==> config.mk <==
export PLATFORM = sky130hd
export DESIGN_NAME = delayline_mcp_time_reconstruct_top
export DESIGN_NICKNAME = d
export VERILOG_FILES = /design/src/dlmcp_pkg.sv /design/src/dlmcp_hitmem.sv /design/src/dlmcp_alu.sv /design/src/dlmcp_seq.sv /design/src/delayline_mcp_time_reconstruct_top.sv
export SDC_FILE = /design/constraint.sdc
export NUM_CORES = 2
export LEC_CHECK = 0
export ABC_AREA = 1
export BUFFER_PORTS_ARGS = -buffer_cell sky130_fd_sc_hd__buf_4
export CORE_ASPECT_RATIO = 1.4
export CORE_MARGIN = 3
export CORE_UTILIZATION = 30
export DETAILED_ROUTE_END_ITERATION = 7
export HOLD_SLACK_MARGIN = 0.03
export PLACE_DENSITY = 0.53
export REMOVE_ABC_BUFFERS = 1
export SLEW_MARGIN = 30
export SYNTH_ARGS = -nofsm -noshare
export SYNTH_HDL_FRONTEND = slang
export SYNTH_HIERARCHICAL = 1
export SYNTH_SLANG_ARGS = --single-unit
==> constraint.sdc <==
create_clock -name clk -period 9.8 [get_ports clk]
set_clock_uncertainty 0.05 [all_clocks]
set_input_delay 1.96 -clock clk [delete_from_list [all_inputs] [get_ports clk]]
set_output_delay 1.96 -clock clk [all_outputs]
set_load 0.01 [all_outputs]
==> src/dlmcp_pkg.sv <==
// ----------------------------------------------------------------------------
// dlmcp_pkg
// Types and constants shared by the delay-line MCP time reconstruction block.
// ----------------------------------------------------------------------------
`timescale 1ns / 1ps
`default_nettype none

package dlmcp_pkg;

  localparam int CFG_W     = 24;
  localparam int CFG_IDX_W = 3;
  localparam int IDX_W     = 4;
  localparam int OP_W      = 2;
  localparam int STATUS_W  = 2;

  typedef enum logic [OP_W-1:0] {
    OP_LOAD1 = 2'd0,
    OP_LOAD2 = 2'd1,
    OP_CLEAR = 2'd2,
    OP_FIND  = 2'd3
  } op_t;

  typedef enum logic [STATUS_W-1:0] {
    ST_OK   = 2'd0,
    ST_FULL = 2'd1,
    ST_PAIR = 2'd2,
    ST_NONE = 2'd3
  } status_t;

  typedef enum logic [CFG_IDX_W-1:0] {
    CFG_SORT1_LOW  = 3'd0,
    CFG_SORT1_HIGH = 3'd1,
    CFG_SORT2_LOW  = 3'd2,
    CFG_SORT2_HIGH = 3'd3,
    CFG_TSUM_LOW   = 3'd4,
    CFG_TSUM_HIGH  = 3'd5
  } cfg_idx_t;

  typedef enum logic [3:0] {
    S_IDLE,
    S_OUTER,
    S_T1,
    S_SEEK,
    S_SEEK_CHK,
    S_SCAN,
    S_SCAN_CHK,
    S_WIN_LO,
    S_WIN_HI
  } state_t;

  typedef enum logic [1:0] {
    ALU_SEEK,
    ALU_SCAN,
    ALU_WIN_LO,
    ALU_WIN_HI
  } alu_op_t;

  typedef struct packed {
    alu_op_t op;
    logic    load_t1;
    logic    load_mcp;
  } alu_ctl_t;

endpackage

`default_nettype wire

==> src/dlmcp_hitmem.sv <==
// ----------------------------------------------------------------------------
// dlmcp_hitmem
// Hit time list storage: one write port, one read port, registered read.
// ----------------------------------------------------------------------------
`timescale 1ns / 1ps
`default_nettype none

module dlmcp_hitmem #(
  parameter int DEPTH = 16,
  parameter int WIDTH = 24,
  localparam int AW   = $clog2(DEPTH)
) (
  input  logic             clk,
  input  logic             wr_en,
  input  logic [AW-1:0]    wr_addr,
  input  logic [WIDTH-1:0] wr_data,
  input  logic [AW-1:0]    rd_addr,
  output logic [WIDTH-1:0] rd_data
);

  logic [WIDTH-1:0] mem [DEPTH];

  always_ff @(posedge clk) begin
    if (wr_en) begin
      mem[wr_addr] <= wr_data;
    end
    rd_data <= mem[rd_addr];
  end

endmodule

`default_nettype wire

==> src/dlmcp_alu.sv <==
// ----------------------------------------------------------------------------
// dlmcp_alu
// Shared compare unit, MCP time register and output saturation.
// ----------------------------------------------------------------------------
`timescale 1ns / 1ps
`default_nettype none

module dlmcp_alu #(
  parameter int TIME_BITS = 24,
  parameter int DW        = 28
) (
  input  logic                           clk,
  input  dlmcp_pkg::alu_ctl_t            ctl,
  input  logic signed [TIME_BITS-1:0]    t1_in,
  input  logic signed [TIME_BITS-1:0]    t2_in,
  input  logic signed [DW-1:0]           w_sum,
  input  logic signed [DW-1:0]           t_sum,
  input  logic signed [dlmcp_pkg::CFG_W-1:0] sort1_low,
  input  logic signed [dlmcp_pkg::CFG_W-1:0] sort1_high,
  output logic                           lt,
  output logic signed [TIME_BITS-1:0]    mcp_sat
);

  import dlmcp_pkg::*;

  localparam logic signed [DW-1:0] SAT_HI =
    DW'((longint'(1) <<< (TIME_BITS - 1)) - longint'(1));
  localparam logic signed [DW-1:0] SAT_LO = -SAT_HI - DW'(1);

  logic signed [TIME_BITS-1:0] t1_r;
  logic signed [DW-1:0]        mcp_r;
  logic signed [DW-1:0]        mcp_nxt;
  logic signed [DW-1:0]        t1_x;
  logic signed [DW-1:0]        t2_x;
  logic signed [DW-1:0]        lo_x;
  logic signed [DW-1:0]        hi_x;
  logic signed [DW-1:0]        win_x;
  logic signed [DW-1:0]        lhs;
  logic signed [DW-1:0]        rhs;
  logic signed [DW-1:0]        mcp_clamp;

  assign t1_x = {{(DW-TIME_BITS){t1_r[TIME_BITS-1]}}, t1_r};
  assign t2_x = {{(DW-TIME_BITS){t2_in[TIME_BITS-1]}}, t2_in};
  assign lo_x = {{(DW-CFG_W){sort1_low[CFG_W-1]}}, sort1_low};
  assign hi_x = {{(DW-CFG_W){sort1_high[CFG_W-1]}}, sort1_high};

  assign win_x   = t1_x - mcp_r;
  assign mcp_nxt = (((t1_x + t2_x) <<< 1) - t_sum) >>> 2;

  always_comb begin
    case (ctl.op)
      ALU_SEEK: begin
        lhs = t2_x <<< 1;
        rhs = (t1_x <<< 1) - w_sum;
      end
      ALU_SCAN: begin
        lhs = t2_x <<< 1;
        rhs = (t1_x <<< 1) + w_sum;
      end
      ALU_WIN_LO: begin
        lhs = win_x;
        rhs = lo_x;
      end
      default: begin
        lhs = win_x;
        rhs = hi_x;
      end
    endcase
  end

  assign lt = (lhs < rhs);

  always_ff @(posedge clk) begin
    if (ctl.load_t1) begin
      t1_r <= t1_in;
    end
    if (ctl.load_mcp) begin
      mcp_r <= mcp_nxt;
    end
  end

  always_comb begin
    if (mcp_r > SAT_HI) begin
      mcp_clamp = SAT_HI;
    end else if (mcp_r < SAT_LO) begin
      mcp_clamp = SAT_LO;
    end else begin
      mcp_clamp = mcp_r;
    end
  end

  assign mcp_sat = mcp_clamp[TIME_BITS-1:0];

endmodule

`default_nettype wire

==> src/dlmcp_seq.sv <==
// ----------------------------------------------------------------------------
// dlmcp_seq
// Request handshake, list counts and cursors, find sequencer, result register.
// ----------------------------------------------------------------------------
`timescale 1ns / 1ps
`default_nettype none

module dlmcp_seq #(
  parameter int HITS_PER_LIST = 16,
  parameter int TIME_BITS     = 24,
  localparam int AW           = $clog2(HITS_PER_LIST)
) (
  input  logic                              clk,
  input  logic                              rst_n,
  input  logic                              in_valid,
  output logic                              in_stall,
  input  logic [dlmcp_pkg::OP_W-1:0]        in_operation,
  output logic                              out_valid,
  input  logic                              out_stall,
  output logic [dlmcp_pkg::STATUS_W-1:0]    out_status,
  output logic [dlmcp_pkg::IDX_W-1:0]       out_first_index,
  output logic [dlmcp_pkg::IDX_W-1:0]       out_second_index,
  output logic signed [TIME_BITS-1:0]       out_mcp_time,
  output dlmcp_pkg::alu_ctl_t               alu_ctl,
  input  logic                              lt,
  input  logic signed [TIME_BITS-1:0]       mcp_sat,
  output logic                              wr1_en,
  output logic                              wr2_en,
  output logic [AW-1:0]                     wr1_addr,
  output logic [AW-1:0]                     wr2_addr,
  output logic [AW-1:0]                     rd1_addr,
  output logic [AW-1:0]                     rd2_addr
);

  import dlmcp_pkg::*;

  localparam int CW = $clog2(HITS_PER_LIST + 1);
  localparam logic [CW-1:0] FULL = CW'(HITS_PER_LIST);
  localparam logic [CW-1:0] ONE  = CW'(1);

  state_t state_r, state_nxt;
  logic [CW-1:0] fcnt_r, fcnt_nxt;
  logic [CW-1:0] scnt_r, scnt_nxt;
  logic [CW-1:0] fcur_r, fcur_nxt;
  logic [CW-1:0] scur_r, scur_nxt;
  logic          seek_r, seek_nxt;
  logic          adv_r, adv_nxt;
  logic          out_valid_r, out_valid_nxt;
  status_t       out_status_r, out_status_nxt;
  logic [IDX_W-1:0] out_fidx_r, out_fidx_nxt;
  logic [IDX_W-1:0] out_sidx_r, out_sidx_nxt;
  logic signed [TIME_BITS-1:0] out_mcp_r, out_mcp_nxt;

  logic in_acc;
  logic f_more;
  logic s_more;

  assign in_stall = (state_r != S_IDLE) || (out_valid_r && out_stall);
  assign in_acc   = in_valid && !in_stall;
  assign f_more   = (fcur_r < fcnt_r);
  assign s_more   = (scur_r < scnt_r);

  assign wr1_addr = fcnt_r[AW-1:0];
  assign wr2_addr = scnt_r[AW-1:0];
  assign rd1_addr = fcur_r[AW-1:0];
  assign rd2_addr = scur_r[AW-1:0];

  assign out_valid        = out_valid_r;
  assign out_status       = out_status_r;
  assign out_first_index  = out_fidx_r;
  assign out_second_index = out_sidx_r;
  assign out_mcp_time     = out_mcp_r;

  // next state
  always_comb begin
    state_nxt = state_r;
    unique case (state_r)
      S_IDLE: begin
        if (in_acc && (in_operation == OP_FIND)) begin
          state_nxt = S_OUTER;
        end
      end
      S_OUTER:    state_nxt = f_more ? S_T1 : S_IDLE;
      S_T1:       state_nxt = seek_r ? S_SEEK : S_SCAN;
      S_SEEK:     state_nxt = s_more ? S_SEEK_CHK : S_SCAN;
      S_SEEK_CHK: state_nxt = lt ? S_SEEK : S_SCAN;
      S_SCAN:     state_nxt = s_more ? S_SCAN_CHK : S_OUTER;
      S_SCAN_CHK: state_nxt = lt ? S_WIN_LO : S_OUTER;
      S_WIN_LO:   state_nxt = lt ? S_SCAN : S_WIN_HI;
      S_WIN_HI:   state_nxt = lt ? S_IDLE : S_SCAN;
      default:    state_nxt = S_IDLE;
    endcase
  end

  // datapath control and register updates
  always_comb begin
    fcnt_nxt       = fcnt_r;
    scnt_nxt       = scnt_r;
    fcur_nxt       = fcur_r;
    scur_nxt       = scur_r;
    seek_nxt       = seek_r;
    adv_nxt        = adv_r;
    out_valid_nxt  = out_valid_r && out_stall;
    out_status_nxt = out_status_r;
    out_fidx_nxt   = out_fidx_r;
    out_sidx_nxt   = out_sidx_r;
    out_mcp_nxt    = out_mcp_r;
    wr1_en         = 1'b0;
    wr2_en         = 1'b0;
    alu_ctl.op       = ALU_SEEK;
    alu_ctl.load_t1  = 1'b0;
    alu_ctl.load_mcp = 1'b0;

    unique case (state_r)
      S_IDLE: begin
        if (in_acc) begin
          out_valid_nxt  = 1'b1;
          out_status_nxt = ST_OK;
          out_fidx_nxt   = '0;
          out_sidx_nxt   = '0;
          out_mcp_nxt    = '0;
          unique case (in_operation)
            OP_LOAD1: begin
              if (fcnt_r < FULL) begin
                wr1_en   = 1'b1;
                fcnt_nxt = fcnt_r + ONE;
              end else begin
                out_status_nxt = ST_FULL;
              end
            end
            OP_LOAD2: begin
              if (scnt_r < FULL) begin
                wr2_en   = 1'b1;
                scnt_nxt = scnt_r + ONE;
              end else begin
                out_status_nxt = ST_FULL;
              end
            end
            OP_CLEAR: begin
              fcnt_nxt = '0;
              scnt_nxt = '0;
              fcur_nxt = '0;
              scur_nxt = '0;
              seek_nxt = 1'b1;
              adv_nxt  = 1'b0;
            end
            default: begin
              // find: result comes at the end of the search
              out_valid_nxt = 1'b0;
              if (adv_r && s_more) begin
                scur_nxt = scur_r + ONE;
              end
              adv_nxt = 1'b0;
            end
          endcase
        end
      end
      S_OUTER: begin
        if (!f_more) begin
          out_valid_nxt  = 1'b1;
          out_status_nxt = ST_NONE;
          out_fidx_nxt   = '0;
          out_sidx_nxt   = '0;
          out_mcp_nxt    = '0;
        end
      end
      S_T1: begin
        alu_ctl.load_t1 = 1'b1;
        if (seek_r) begin
          scur_nxt = '0;
        end
      end
      S_SEEK: begin
        if (!s_more) begin
          seek_nxt = 1'b0;
        end
      end
      S_SEEK_CHK: begin
        alu_ctl.op = ALU_SEEK;
        if (lt) begin
          scur_nxt = scur_r + ONE;
        end else begin
          seek_nxt = 1'b0;
        end
      end
      S_SCAN: begin
        if (!s_more) begin
          fcur_nxt = fcur_r + ONE;
          seek_nxt = 1'b1;
        end
      end
      S_SCAN_CHK: begin
        alu_ctl.op       = ALU_SCAN;
        alu_ctl.load_mcp = 1'b1;
        if (!lt) begin
          fcur_nxt = fcur_r + ONE;
          seek_nxt = 1'b1;
        end
      end
      S_WIN_LO: begin
        alu_ctl.op = ALU_WIN_LO;
        if (lt) begin
          scur_nxt = scur_r + ONE;
        end
      end
      S_WIN_HI: begin
        alu_ctl.op = ALU_WIN_HI;
        if (lt) begin
          out_valid_nxt  = 1'b1;
          out_status_nxt = ST_PAIR;
          out_fidx_nxt   = IDX_W'(fcur_r);
          out_sidx_nxt   = IDX_W'(scur_r);
          out_mcp_nxt    = mcp_sat;
          adv_nxt        = 1'b1;
        end else begin
          scur_nxt = scur_r + ONE;
        end
      end
      default: begin
      end
    endcase
  end

  always_ff @(posedge clk) begin
    if (!rst_n) begin
      state_r     <= S_IDLE;
      fcnt_r      <= '0;
      scnt_r      <= '0;
      fcur_r      <= '0;
      scur_r      <= '0;
      seek_r      <= 1'b1;
      adv_r       <= 1'b0;
      out_valid_r <= 1'b0;
    end else begin
      state_r     <= state_nxt;
      fcnt_r      <= fcnt_nxt;
      scnt_r      <= scnt_nxt;
      fcur_r      <= fcur_nxt;
      scur_r      <= scur_nxt;
      seek_r      <= seek_nxt;
      adv_r       <= adv_nxt;
      out_valid_r <= out_valid_nxt;
    end
  end

  always_ff @(posedge clk) begin
    out_status_r <= out_status_nxt;
    out_fidx_r   <= out_fidx_nxt;
    out_sidx_r   <= out_sidx_nxt;
    out_mcp_r    <= out_mcp_nxt;
  end

endmodule

`default_nettype wire

==> src/delayline_mcp_time_reconstruct_top.sv <==
// ----------------------------------------------------------------------------
// delayline_mcp_time_reconstruct_top
// Pairs first-end and second-end delay-line hits and rebuilds the MCP time.
//
//   channel  dir  handshake            payload
//   in_      in   in_valid/in_stall    in_operation, in_hit_time
//   out_     out  out_valid/out_stall  out_status, out_first_index,
//                                      out_second_index, out_mcp_time
//   cfg_     in   cfg_valid/cfg_ready  cfg_index, cfg_data
//
// Load and clear requests return their result in the following cycle. A find
// visits each first-end hit in turn, seeks through the second-end list, tries
// each second-end hit against the windows, closes each seek or scan, and reports
// when no pair is left; the registered read of the hit memories sets its pace.
// No new request is taken while a find runs or a result is stalled.
// Reset clears counts, cursors and configuration; no memory clearing pass.
// ----------------------------------------------------------------------------
`timescale 1ns / 1ps
`default_nettype none

module delayline_mcp_time_reconstruct_top #(
  parameter int HITS_PER_LIST = 16,
  parameter int TIME_BITS     = 24
) (
  input  logic                                 clk,
  input  logic                                 rst_n,
  input  logic                                 in_valid,
  output logic                                 in_stall,
  input  logic [dlmcp_pkg::OP_W-1:0]           in_operation,
  input  logic signed [TIME_BITS-1:0]          in_hit_time,
  output logic                                 out_valid,
  input  logic                                 out_stall,
  output logic [dlmcp_pkg::STATUS_W-1:0]       out_status,
  output logic [dlmcp_pkg::IDX_W-1:0]          out_first_index,
  output logic [dlmcp_pkg::IDX_W-1:0]          out_second_index,
  output logic signed [TIME_BITS-1:0]          out_mcp_time,
  input  logic                                 cfg_valid,
  output logic                                 cfg_ready,
  input  logic [dlmcp_pkg::CFG_IDX_W-1:0]      cfg_index,
  input  logic [dlmcp_pkg::CFG_W-1:0]          cfg_data
);

  import dlmcp_pkg::*;

  localparam int AW = $clog2(HITS_PER_LIST);
  localparam int DW = ((TIME_BITS > CFG_W) ? TIME_BITS : CFG_W) + 4;

  logic signed [CFG_W-1:0] sort1_low_r, sort1_high_r;
  logic signed [CFG_W-1:0] sort2_low_r, sort2_high_r;
  logic signed [CFG_W-1:0] tsum_low_r, tsum_high_r;
  logic signed [DW-1:0]    w_sum_r, t_sum_r;
  logic signed [DW-1:0]    s1l_x, s1h_x, s2l_x, s2h_x, tl_x, th_x;

  alu_ctl_t alu_ctl;
  logic     lt;
  logic signed [TIME_BITS-1:0] mcp_sat;
  logic signed [TIME_BITS-1:0] t1_rd, t2_rd;
  logic            wr1_en, wr2_en;
  logic [AW-1:0]   wr1_addr, wr2_addr, rd1_addr, rd2_addr;

  assign cfg_ready = 1'b1;

  always_ff @(posedge clk) begin
    if (!rst_n) begin
      sort1_low_r  <= '0;
      sort1_high_r <= '0;
      sort2_low_r  <= '0;
      sort2_high_r <= '0;
      tsum_low_r   <= '0;
      tsum_high_r  <= '0;
    end else if (cfg_valid && cfg_ready) begin
      unique case (cfg_index)
        CFG_SORT1_LOW:  sort1_low_r  <= cfg_data;
        CFG_SORT1_HIGH: sort1_high_r <= cfg_data;
        CFG_SORT2_LOW:  sort2_low_r  <= cfg_data;
        CFG_SORT2_HIGH: sort2_high_r <= cfg_data;
        CFG_TSUM_LOW:   tsum_low_r   <= cfg_data;
        CFG_TSUM_HIGH:  tsum_high_r  <= cfg_data;
        default: begin
        end
      endcase
    end
  end

  assign s1l_x = {{(DW-CFG_W){sort1_low_r[CFG_W-1]}}, sort1_low_r};
  assign s1h_x = {{(DW-CFG_W){sort1_high_r[CFG_W-1]}}, sort1_high_r};
  assign s2l_x = {{(DW-CFG_W){sort2_low_r[CFG_W-1]}}, sort2_low_r};
  assign s2h_x = {{(DW-CFG_W){sort2_high_r[CFG_W-1]}}, sort2_high_r};
  assign tl_x  = {{(DW-CFG_W){tsum_low_r[CFG_W-1]}}, tsum_low_r};
  assign th_x  = {{(DW-CFG_W){tsum_high_r[CFG_W-1]}}, tsum_high_r};

  // summed window width and time-sum (twice the centre)
  always_ff @(posedge clk) begin
    w_sum_r <= (s1h_x - s1l_x) + (s2h_x - s2l_x);
    t_sum_r <= tl_x + th_x;
  end

  dlmcp_hitmem #(
    .DEPTH (HITS_PER_LIST),
    .WIDTH (TIME_BITS)
  ) u_mem1 (
    .clk     (clk),
    .wr_en   (wr1_en),
    .wr_addr (wr1_addr),
    .wr_data (in_hit_time),
    .rd_addr (rd1_addr),
    .rd_data (t1_rd)
  );

  dlmcp_hitmem #(
    .DEPTH (HITS_PER_LIST),
    .WIDTH (TIME_BITS)
  ) u_mem2 (
    .clk     (clk),
    .wr_en   (wr2_en),
    .wr_addr (wr2_addr),
    .wr_data (in_hit_time),
    .rd_addr (rd2_addr),
    .rd_data (t2_rd)
  );

  dlmcp_alu #(
    .TIME_BITS (TIME_BITS),
    .DW        (DW)
  ) u_alu (
    .clk        (clk),
    .ctl        (alu_ctl),
    .t1_in      (t1_rd),
    .t2_in      (t2_rd),
    .w_sum      (w_sum_r),
    .t_sum      (t_sum_r),
    .sort1_low  (sort1_low_r),
    .sort1_high (sort1_high_r),
    .lt         (lt),
    .mcp_sat    (mcp_sat)
  );

  dlmcp_seq #(
    .HITS_PER_LIST (HITS_PER_LIST),
    .TIME_BITS     (TIME_BITS)
  ) u_seq (
    .clk              (clk),
    .rst_n            (rst_n),
    .in_valid         (in_valid),
    .in_stall         (in_stall),
    .in_operation     (in_operation),
    .out_valid        (out_valid),
    .out_stall        (out_stall),
    .out_status       (out_status),
    .out_first_index  (out_first_index),
    .out_second_index (out_second_index),
    .out_mcp_time     (out_mcp_time),
    .alu_ctl          (alu_ctl),
    .lt               (lt),
    .mcp_sat          (mcp_sat),
    .wr1_en           (wr1_en),
    .wr2_en           (wr2_en),
    .wr1_addr         (wr1_addr),
    .wr2_addr         (wr2_addr),
    .rd1_addr         (rd1_addr),
    .rd2_addr         (rd2_addr)
  );

endmodule

`default_nettype wire

==> out/qor.log <==
[synthesis] area share of the leading cell type in the synthesized netlist 42.7%
[floorplan] core area 0.198 mm2
[power_and_ir_drop] power density normalized to cell area 211 mW/mm2
[grt] vias in the first global route 45,054
[synthesis] biggest area consumer among synthesized cells edfxtp_1
[synthesis] total of warnings raised by yosys 6
[setup_path] Data arrival, critical path 6.26 ns
[setup_path] critical path launch point u_seq/state_r[0]
[clock_network] H-tree lvl count 3
[cells_and_area] Reg area 0.0310 mm2
[place] count of buffers inserted at the top-level ports 93
[synthesis] Post-synth ARST share 0%
[power_and_ir_drop] Max VDD drop 147 uV
[outcome] result of the run completed
[floorplan] boundary pin count 95
[detailed_routing] Post-Route WL 198,000 um
[detailed_routing] number of vias after detailed routing 46,747
[timing] Final setup violation count 0
[detailed_routing] number of detailed-routing iterations run before antenna repair 6
[timing] Max Clock Freq 171 MHz
[timing] max-slew violation total from the final report 0
[cells_and_area] area occupied by multi-input gates 0.0228 mm2
[setup_path] peak fanout along the critical path 39
[setup_path] critical path class flop to flop
[cells_and_area] fraction of layout instances using a drive strength above 1 6.56%
[timing] Fin Setup TNS 0 ns
[clock_network] number of gates resized after cts 0
[synthesis] Post-Syn Area 0.0600 mm2
[clock_network] setup fix buffers added after clock tree synthesis 0
[cells_and_area] area grow syn2layout 12.2%
[detailed_routing] DRC violation total after the first TritonRoute iteration 3,019
[clock_network] maximum count of clock buffers along a single path 3
[flow_run] max capacitance violation total 0
[timing] number of hold violations in the final report 0
[timing] final-layout worst hold slack 0.405 ns
[synthesis] share of synthesized area occupied by flip-flops and latches 51.7%
[synthesis] number of distinct library cells after synthesis 59
[timing] worst-case headroom to the max-slew limit 36.4%
[clock_network] worst-skew pair later-pin latency 0.79 ns
[clock_network] clock input transition at the sequential cells of the worst setup and hold paths 0.06 ns
[timing] RSZ-0062 raised after global routing no
[timing] Tightest Pin Transition 0.945 ns
[floorplan] die boundary width 384 um
[synthesis] mean cell area of the mapped netlist 8.34 um2
[clock_network] count of hold-fix buffers inserted at cts 0
[place] cell count after placement 9,726
[synthesis] most numerous cell types in the synthesized netlist nand2_1 (2,005), inv_1 (1,277), edfxtp_1 (852)
[setup_path] Worst Path Required 10.22 ns
[floorplan] starting density of the core 30.3%
[synthesis] top-count cell post-synth nand2_1
[detailed_routing] via/cell ratio 4.70
[power_and_ir_drop] total power after layout 14,200 uW
[floorplan] number of cell rows 193
[cells_and_area] number of inserted filler cells in the final layout 20,582
[place] RD Place Congestion 0.970
[synthesis] cell types with the largest area share after synthesis edfxtp_1 (43%), nand2_1 (13%), dfxtp_1 (9.0%)
[place] post-detail-place hpwl 144,000 um
[setup_path] Setup crit start kind flop
[detailed_routing] number of antenna-violating nets in the routed design 0
[grt] gr usage total 18.9%
[cells_and_area] count of nets after finishing 7,542
[timing] share of the cycle needed by the critical path after routing 59.6%
[floorplan] height of the die 535 um
[synthesis] post-synthesis register bit count 1,122
[detailed_routing] number of remaining DRC errors 0
[clock_network] CTS Root Cell clkbuf_16
[grt] wire length of the first global-routing pass 291,000 um
[clock_network] Num CTS Buffers 117
[grt] number of antenna violations at the first check in global routing 6
[cells_and_area] core utilization of the finished layout 34.0%
[synthesis] number of synthesized flops with an enable pin 852
[setup_path] Critical Path End Type flop
[synthesis] number of instances in the synthesized netlist 7,192
[cells_and_area] final cell count without fillers 9,952
[setup_path] worst reg2reg path startpoint u_seq/state_r[0]
[grt] final global-route overflow total 0
[clock_network] sink count of the clock tree 1,122
[clock_network] TritonCTS clock tree done
[worst_hold_path] origin of the worst min-delay path u_mem1/rd_data[3]
[timing] shortest period the worst path allows 5.84 ns
[floorplan] Die ar. 0.205 mm2
[grt] maximum number of pins on one net before global-route repair 153
[synthesis] main flop type after synthesis edfxtp_1
[power_and_ir_drop] total leakage power 0.0300 uW
[worst_hold_path] path type of the worst min-delay path flop to flop
[detailed_routing] routed length per placed instance 19.9 um
-- power breakdown --
| part | switching [uW] | total, uW | leakage, uW | internal [uW] |
|---|---|---|---|---|
| logic | 2860 | 4100 | 0.0181 | 1240 |
| clock network | 1980 | 4570 | 0.00192 | 2590 |
| registers | 193 | 5510 | 0.00993 | 5320 |
-- critical path: stages, from the launching register on --
cell and delay [ns]:
dfxtp_1 0.37, nor2_4 0.28, nand3_4 0.49, nand2_2 0.68
nand2_1 0.61, or2_2 0.52, nand2_1 0.10, ha_1 0.24
a21oi_1 0.11, o21ai_0 0.09, nand2_1 0.06, o211ai_1 0.08
a31oi_1 0.19, nand2_1 0.09, nand2_1 0.06, nand2_1 0.21
inv_1 0.22, nand3_1 0.12, o2111ai_1 0.11, clkinv_1 0.39
buf_4 0.38
-- kinds of logic after synthesis --
group	after synthesis	synth area share, %
flops	1122	51.7
other cells	1	0.00625
fa+ha+maj	271	6.33
buf+inv	1557	10.4
simple gates	3535	24.9
xor+xnor	73	1.07
compound gates	633	5.62
-- cells in the final DEF, fill, tap and decap left out, types with 5 or more instances in the layout --
cell type / synthesis / final
a21oi_1: 273 / 273
a21oi_2: 5 / 5
a31oi_1: 5 / 5
and2_1: 6 / 6
buf_4: 53 / 161
bufinv_16: 0 / 11
clkbuf_1: 62 / 26
clkbuf_16: 0 / 117
clkbuf_8: 0 / 11
clkinv_1: 2 / 21
clkinv_16: 0 / 6
clkinv_2: 0 / 21
clkinvlp_4: 0 / 6
dfxtp_1: 270 / 264
edfxtp_1: 852 / 852
fa_1: 54 / 54
ha_1: 217 / 217
inv_1: 1277 / 1270
inv_2: 16 / 17
inv_6: 0 / 6
nand2_1: 2005 / 2004
nand2_2: 8 / 9
nand3_1: 851 / 850
nand3_2: 6 / 6
nand3b_1: 14 / 14
nand4_1: 55 / 55
nor2_1: 498 / 465
nor2_2: 14 / 47
nor2_4: 11 / 11
nor3_1: 30 / 30
nor3_2: 5 / 5
nor4_1: 10 / 10
o21ai_0: 275 / 275
o21ai_1: 12 / 12
o21bai_1: 31 / 31
or2_2: 10 / 10
xnor2_1: 20 / 20
xor2_1: 53 / 53
-- path summary, 6_finish.rpt --
kind | to | slack, ns | cells after the start
setup reg to reg | u_seq/out_mcp_time[1] | 3.96 | 20
hold reg to reg | u_alu/t1_r[3] | 0.41 | 0
hold / removal | u_alu/t1_r[3] | 0.41 | 0
setup / recovery | u_seq/out_mcp_time[1] | 3.96 | 20
-- stage by stage --
stage,instance area (um2),worst slack (ns)
global placement,63300,3.48
floorplan,58600,2.94
CTS,67200,3.46
global route,67200,3.36
detailed placement,63300,3.49
finish,67200,3.96
-- metal layers --
metal / vias up / share of wire [%] / track usage, %
met5: - / 0 / 0
met4: 0 / 5.1 / 8.91
met3: 308 / 4.3 / 2.15
met2: 1156 / 51 / 34.2
met1: 22228 / 40 / 22.1
li1: 23055 / - / -
-- layout make-up --
cell class | count | share of cell area, %
sequential | 1122 | 46.1
multi-input combinational | 4513 | 33.9
inverter | 1295 | 7.25
tap | 2632 | 4.90
clock buffer | 154 | 4.72
timing repair buffer | 164 | 1.87
clock inverter | 69 | 1.19
antenna | 3 | 0.0112
-- state kept, by name, summed over array words and instances (netlist names), 5 cells and up --
register,flops
u_seq/scnt_r,5
tsum_low_r,24
u_seq/scur_r,5
u_alu/mcp_r,26
t_sum_r,25
u_seq/out_mcp_time,24
sort2_low_r,24
sort1_low_r,24
u_mem2/rd_data,24
u_mem1/mem,384
u_seq/fcnt_r,5
sort1_high_r,24
tsum_high_r,24
u_mem2/mem,384
u_mem1/rd_data,24
w_sum_r,26
sort2_high_r,24
u_alu/t1_r,24
u_seq/fcur_r,5
Power figures use the tool's default switching activity.
